`config.mk`:
```
export PLATFORM = sky130hd
export DESIGN_NAME = pcc_post_flat
export DESIGN_NICKNAME = d
export VERILOG_FILES = /design/src/rtl/pcc_pkg.sv /design/src/rtl/pcc_if.sv /design/src/rtl/pcc_post.sv /design/src/flat_wrapper.sv
export SDC_FILE = /design/constraint.sdc
export NUM_CORES = 1
export LEC_CHECK = 0
export ABC_AREA = 1
export BUFFER_PORTS_ARGS = -buffer_cell sky130_fd_sc_hd__buf_2
export CORE_AREA = 2 2 305 217
export CTS_BUF_LIST = sky130_fd_sc_hd__clkbuf_4
export CTS_CLUSTER_SIZE = 40
export DETAILED_ROUTE_END_ITERATION = 10
export DIE_AREA = 0 0 307 219
export PLACE_DENSITY = 0.61
export SYNTH_ARGS = -nofsm -noshare
export SYNTH_HDL_FRONTEND = slang
export SYNTH_SLANG_ARGS = --single-unit
```
`constraint.sdc`:
```
create_clock -name clk -period 12.55 [get_ports clk]
set_input_delay 1.255 -clock clk [delete_from_list [all_inputs] [get_ports clk]]
set_output_delay 1.255 -clock clk [all_outputs]
set_load 0.02 [all_outputs]
```
`src/rtl/pcc_pkg.sv`:
```
// Shared types, widths and constants of the polar/Cartesian CORDIC converter.
package pcc_pkg;

	localparam int MAX_ITER = 24;
	localparam int XY_W = 48;
	localparam int Z_W = 35;
	localparam int KINV_W = 30;
	localparam int PROD_W = 16 + KINV_W + 1;
	localparam int MAG_W = 31;
	localparam int RP_W = 62;
	localparam int ANG_SHIFT = 17;
	localparam int VEC_FRAC = 14;
	localparam int XY_FRAC = 30;
	localparam int R_SHIFT = 44;
	localparam int RND_XY = 1 << 29;
	localparam int RND_Z = 1 << 16;
	localparam int ANGLE_LIMIT = 25736;
	localparam int RADIUS_MAX = 65535;

	localparam logic [KINV_W-1:0] KINV_Q30 = 30'd652032874;
	localparam logic signed [Z_W-1:0] PI_Q30 = 35'sd3373259426;
	localparam logic signed [Z_W-1:0] HALF_PI_Q30 = 35'sd1686629713;
	localparam logic [RP_W-1:0] RND_R = RP_W'(1) << (R_SHIFT - 1);

	localparam logic [29:0] ATAN_Q30 [MAX_ITER] = '{
		30'd843314857, 30'd497837829, 30'd263043837, 30'd133525159,
		30'd67021687, 30'd33543516, 30'd16775851, 30'd8388437,
		30'd4194283, 30'd2097149, 30'd1048576, 30'd524288,
		30'd262144, 30'd131072, 30'd65536, 30'd32768,
		30'd16384, 30'd8192, 30'd4096, 30'd2048,
		30'd1024, 30'd512, 30'd256, 30'd128
	};

	localparam logic OP_TO_CART = 1'b0;
	localparam logic OP_TO_POLAR = 1'b1;

	typedef struct packed {
		logic opcode;
		logic signed [15:0] x_in;
		logic signed [15:0] y_in;
		logic signed [15:0] angle_in;
		logic [14:0] radius_in;
	} pcc_cmd_t;

	typedef struct packed {
		logic signed [15:0] x_out;
		logic signed [15:0] y_out;
		logic signed [15:0] angle_out;
		logic [15:0] radius_out;
		logic radius_zero;
	} pcc_res_t;

	typedef struct packed {
		logic zero;
		logic signed [XY_W-1:0] x;
		logic signed [XY_W-1:0] y;
		logic signed [Z_W-1:0] z;
		pcc_cmd_t cmd;
	} pcc_work_t;

endpackage

```
`src/rtl/pcc_if.sv`:
```


interface pcc_res_if;
	import pcc_pkg::*;
	logic valid;
	logic ready;
	pcc_res_t data;
	modport source(output valid, output data, input ready);
	modport sink(input valid, input data, output ready);
endinterface

```
`src/rtl/pcc_post.sv`:
```
// Output stages: rounding, saturation, gain correction of the length and result register.
module pcc_post #(
	parameter int DATA_WIDTH = 16
) (
	input logic clk,
	input logic arst_n,
	input logic up_valid,
	output logic up_ready,
	input pcc_pkg::pcc_work_t up_data,
	pcc_res_if.source res
);
	import pcc_pkg::*;

	localparam int OUT_BITS = (DATA_WIDTH < 16) ? DATA_WIDTH : 16;
	localparam int SAT_MAX = (1 << (OUT_BITS - 1)) - 1;
	localparam int SAT_MIN = -SAT_MAX - 1;

	logic signed [XY_W-1:0] xsum;
	logic signed [XY_W-1:0] ysum;
	logic signed [XY_W-1:0] xr;
	logic signed [XY_W-1:0] yr;
	logic signed [Z_W-1:0] zsum;
	logic signed [Z_W-1:0] zr;
	logic signed [15:0] xsat;
	logic signed [15:0] ysat;
	logic signed [15:0] asat;
	logic [MAG_W-1:0] mag;
	logic [RP_W-1:0] rsum;
	logic [RP_W-1:0] rr;
	logic [15:0] rsat;
	logic mid_ready;
	logic valid_s1;
	logic op_s1;
	logic zero_s1;
	logic signed [15:0] x_s1;
	logic signed [15:0] y_s1;
	logic signed [15:0] angle_s1;
	logic [14:0] radius_s1;
	logic [RP_W-1:0] rprod_s1;
	logic valid_s2;
	pcc_res_t res_s2;
	pcc_res_t nxt;

	assign up_ready = !valid_s1 || mid_ready;
	assign mid_ready = !valid_s2 || res.ready;
	assign res.valid = valid_s2;
	assign res.data = res_s2;

	always_comb begin
		xsum = up_data.x + XY_W'(RND_XY);
		ysum = up_data.y + XY_W'(RND_XY);
		xr = xsum >>> XY_FRAC;
		yr = ysum >>> XY_FRAC;
		if (xr > SAT_MAX) begin
			xsat = 16'(SAT_MAX);
		end else if (xr < SAT_MIN) begin
			xsat = 16'(SAT_MIN);
		end else begin
			xsat = 16'(xr);
		end
		if (yr > SAT_MAX) begin
			ysat = 16'(SAT_MAX);
		end else if (yr < SAT_MIN) begin
			ysat = 16'(SAT_MIN);
		end else begin
			ysat = 16'(yr);
		end
		zsum = up_data.z + Z_W'(RND_Z);
		zr = zsum >>> ANG_SHIFT;
		if (zr > ANGLE_LIMIT) begin
			asat = 16'(ANGLE_LIMIT);
		end else if (zr < -ANGLE_LIMIT) begin
			asat = 16'(-ANGLE_LIMIT);
		end else begin
			asat = 16'(zr);
		end
		mag = up_data.x[MAG_W-1:0];
	end

	always_ff @(posedge clk or negedge arst_n) begin
		if (!arst_n) begin
			valid_s1 <= 1'b0;
		end else if (up_ready) begin
			valid_s1 <= up_valid;
		end
	end

	always_ff @(posedge clk) begin
		if (up_ready && up_valid) begin
			op_s1 <= up_data.cmd.opcode;
			zero_s1 <= up_data.zero;
			radius_s1 <= up_data.cmd.radius_in;
			rprod_s1 <= mag * KINV_Q30;
			if (up_data.cmd.opcode == OP_TO_CART) begin
				x_s1 <= xsat;
				y_s1 <= ysat;
				angle_s1 <= up_data.cmd.angle_in;
			end else begin
				x_s1 <= up_data.cmd.x_in;
				y_s1 <= up_data.cmd.y_in;
				angle_s1 <= up_data.zero ? '0 : asat;
			end
		end
	end

	always_comb begin
		rsum = rprod_s1 + RND_R;
		rr = rsum >> R_SHIFT;
		rsat = (rr > RADIUS_MAX) ? 16'(RADIUS_MAX) : 16'(rr);
		nxt.x_out = x_s1;
		nxt.y_out = y_s1;
		nxt.angle_out = angle_s1;
		if (op_s1 == OP_TO_CART) begin
			nxt.radius_out = {1'b0, radius_s1};
			nxt.radius_zero = 1'b0;
		end else begin
			nxt.radius_out = zero_s1 ? '0 : rsat;
			nxt.radius_zero = zero_s1;
		end
	end

	always_ff @(posedge clk or negedge arst_n) begin
		if (!arst_n) begin
			valid_s2 <= 1'b0;
		end else if (mid_ready) begin
			valid_s2 <= valid_s1;
		end
	end

	always_ff @(posedge clk) begin
		if (mid_ready && valid_s1) begin
			res_s2 <= nxt;
		end
	end

endmodule

```
`src/flat_wrapper.sv`:
```
// flat-port wrapper written by rule: the top's interface ports become plain ports
module pcc_post_flat import pcc_pkg::*;
#(
	parameter int DATA_WIDTH = 16
)
  (clk, arst_n, up_valid, up_ready, up_data, res_valid, res_data, res_ready);
  pcc_res_if res_i ();
  input logic clk;
  input logic arst_n;
  input logic up_valid;
  output logic up_ready;
  input pcc_pkg::pcc_work_t up_data;
  output wire logic [$bits(res_i.valid)-1:0] res_valid;
  output wire logic [$bits(res_i.data)-1:0] res_data;
  input wire logic [$bits(res_i.ready)-1:0] res_ready;
  assign res_valid = res_i.valid;
  assign res_data = res_i.data;
  assign res_i.ready = res_ready;
  pcc_post #(.DATA_WIDTH(DATA_WIDTH)) u_core (.clk(clk), .arst_n(arst_n), .up_valid(up_valid), .up_ready(up_ready), .up_data(up_data), .res(res_i));
endmodule
```
==> results.py <==
metrics = {
    "outcome": {
        "status": "finished, final reports clean",
    },
    "routing": {
        "ant_nets": 0,
        "drtPass1Iterations": 5,
        "drc": 0,
        "wire_per_inst_um": 18.5,
        "drtIter0Drc": 1481,
        "vias_per_cell": 4.89,
        "routed_wl_um": 70200,
        "via_count": 18500,
    },
    "yosys": {
        "synth_area_mm2": 0.0255,
        "syn_avg_cell_area_um2": 9.42,
        "synth.distinct_cells": 47,
        "postSynth.asyncResetShare_pct": 1.33,
        "syn_nets": 3702,
        "synth-main-ff-cell": "edfxtp_1",
        "synth_edf_count": 148,
        "synth_seq_cells": 150,
        "yosysWarnings": 0,
        "seq_area_frac_synth_pct": 17.6,
        "syn_inst": 2710,
    },
    "timing": {
        "setup_viol": 0,
        "slew_violations": 0,
        "worst_pin_slew_ns": 1.00,
        "slew_headroom_pct": 33.0,
        "max_freq_mhz": 131,
        "hold_violations": 0,
        "min_period_over_period_pct": 61.0,
        "setup_tns_ns": 0,
        "skew_ns": 0.0309,
        "rsz0062_at_grt": "no",
        "fin_crit_ns": 7.65,
        "hold_slack_ns": 0.425,
    },
    "die": {
        "coreArea_mm2": 0.0642,
        "rows": 78,
        "start_util_pct": 39.8,
        "die_w_um": 307,
        "die_h_um": 219,
        "boundaryPins": 267,
        "die_area_mm2": 0.0672,
    },
    "hold_path": {
        "hold_path_class": "input port to async pin",
    },
    "grt": {
        "grt_max_degree": 66,
        "antenna_found_initial": 3,
        "grt_pass1_wl_um": 109000,
        "track_usage_pct": 21.4,
        "grt_pass1_vias": 18800,
        "overflow": 0,
    },
    "place": {
        "gp_congestion": 0.979,
        "numPortBuffers": 221,
        "dp.cells": 3760,
        "dp_hpwl_um": 62000,
        "place_area_mm2": 0.0276,
    },
    "run": {
        "cap_violations": 0,
    },
    "clock_network": {
        "cts_tree": "built",
        "cts-buffers-inserted": 17,
        "cts_max_path_buffers": 2,
        "clock_sinks": 150,
        "cts_hold_buf": 0,
        "cts_root_buf": "clkbuf_4",
        "ctsResizeCount": 0,
        "clk_latency_ns": 0.58,
        "post-cts-setup-buffers": 0,
        "htree_levels": 4,
        "clk_pin_slew_ns": 0.16,
    },
    "critical_path": {
        "worstPathRequired_ns": 12.89,
        "worstPathArrival_ns": 7.99,
        "start_kind": "input port",
        "crit_type": "input port to flip-flop",
        "crit_path_end_kind": "flip-flop",
        "crit_fanout": 6,
    },
    "finish": {
        "final_cell_mix": "inv_1, fa_1, nand2_1",
        "seq_area_mm2": 0.00449,
        "nNetsFinal": 3931,
        "drive_above_1_share_pct": 9.93,
        "multi_input_area_mm2": 0.0182,
        "nFillCells": 6321,
        "final_common_cell": "inv_1",
        "final_cells": 3795,
        "area_delta_synth_final_pct": 9.47,
        "fin_area_mm2": 0.0280,
    },
}
worst paths after layout:
kind / from / end / slack, ns / cells past startpoint
worst max-delay path: up_data[156] / u_core.rprod_s1[60]$_DFFE_PP_ / 4.90 / 24
worst min-delay path: arst_n / u_core.res.valid$_DFFE_PN0P_ / 0.43 / 1
min in group clk: u_core.y_s1[9]$_DFFE_PP_ / u_core.res.data[42]$_DFFE_PP_ / 0.43 / 0
max in group asynchronous: arst_n / u_core.valid_s1$_DFFE_PN0N_ / 12.03 / 1
worst min register to register: u_core.y_s1[9]$_DFFE_PP_ / u_core.res.data[42]$_DFFE_PP_ / 0.43 / 0
worst max register to register: u_core.rprod_s1[45]$_DFFE_PP_ / u_core.res.data[6]$_DFFE_PP_ / 10.23 / 8
synthesized netlist by cell type, types with 2 or more instances:
library cell  instances  share of area [%]
o31ai_1               3              0.088
o211ai_1              5               0.15
fa_1                441                 35
xnor2_1              24               0.82
xor2_1               39                1.3
inv_1               744                 11
nor2_4                4               0.18
dfrtp_1               2               0.20
ha_1                351                 17
a31o_2                2              0.069
nand2_2               8               0.20
o21bai_1              7               0.21
o21ai_0              64                1.3
nand3b_1              2              0.059
nand4_1              25               0.61
inv_2                 3              0.044
buf_4                 2              0.059
nor3_1               22               0.43
a21boi_0              4               0.12
nand2_1             369                5.4
nor4_1               10               0.24
a22o_1               10               0.34
nand3_1              67                1.3
nor2_1              176                2.6
clkbuf_1              7               0.10
clkinv_1              2              0.029
edfxtp_1            148                 17
nor3_2                4               0.16
nor2_2                4              0.098
o21a_1                4               0.12
o21ai_1               5              0.098
buf_6                 4               0.18
nand3_2               4               0.16
a31oi_1              11               0.27
a21o_1               13               0.38
and3_1                2              0.049
a21oi_1             108                2.1
critical path, stage by stage:
cell,delay [ns]
buf_2,0.17
inv_1,0.40
fa_1,0.53
fa_1,0.52
inv_1,0.05
fa_1,0.48
inv_1,0.12
fa_1,0.39
inv_1,0.17
fa_1,0.50
fa_1,0.54
fa_1,0.58
inv_1,0.06
fa_1,0.50
inv_1,0.04
ha_1,0.32
nand2_1,0.10
nor2_1,0.24
nand2_1,0.09
nor4_1,0.32
nand3_1,0.15
nand3_1,0.20
a21oi_1,0.12
xor2_1,0.15
registers in the layout, summed over array words and instances (netlist names):
| name | count |
|---|---|
| u_core.res.data | 65 |
| u_core.rprod_s1 | 18 |
| u_core.angle_s1 | 16 |
| u_core.x_s1 | 16 |
| u_core.y_s1 | 16 |
| u_core.radius_s1 | 15 |
| u_core.op_s1 | 1 |
| u_core.res.valid | 1 |
| u_core.valid_s1 | 1 |
| u_core.zero_s1 | 1 |
metrics by stage:
step | util (%) | setup slack, ns
2_1_floorplan | - | 5.31
3_3_place_gp | 43.0 | 4.39
3_5_place_dp | 43.0 | 4.35
4_1_cts | 43.5 | 4.98
5_1_grt | 43.5 | 4.53
6_report | 43.5 | 4.90
cell families after synthesis:
family | Yosys count | synth area share, %
fa+ha+maj | 792 | 51.8
buf+inv | 763 | 11.4
simple gates | 700 | 11.6
compound gates | 241 | 5.39
flops | 150 | 17.6
xor+xnor | 64 | 2.22
metal layers:
layer  vias up  track usage [%]  wire, µm
li1       8837                -         -
met1      9076             32.9     34300
met2       592             30.9     29100
met3        35             5.81      6150
met4         0             2.49       588
met5         -                0         0
area by class of cell:
type | instances | share of cell area, %
Clock buffer | 17 | 0.457
Inverter | 749 | 10.1
Sequential cell | 150 | 16.1
Tap cell | 840 | 3.76
Timing Repair Buffer | 224 | 4.04
Clock inverter | 15 | 0.649
Antenna cell | 3 | 0.0269
Multi-Input combinational cell | 1797 | 64.9
Power is left out: the tool's default activity adds up to more than one toggle a clock period on the data nets, which glitch-free logic cannot reach.
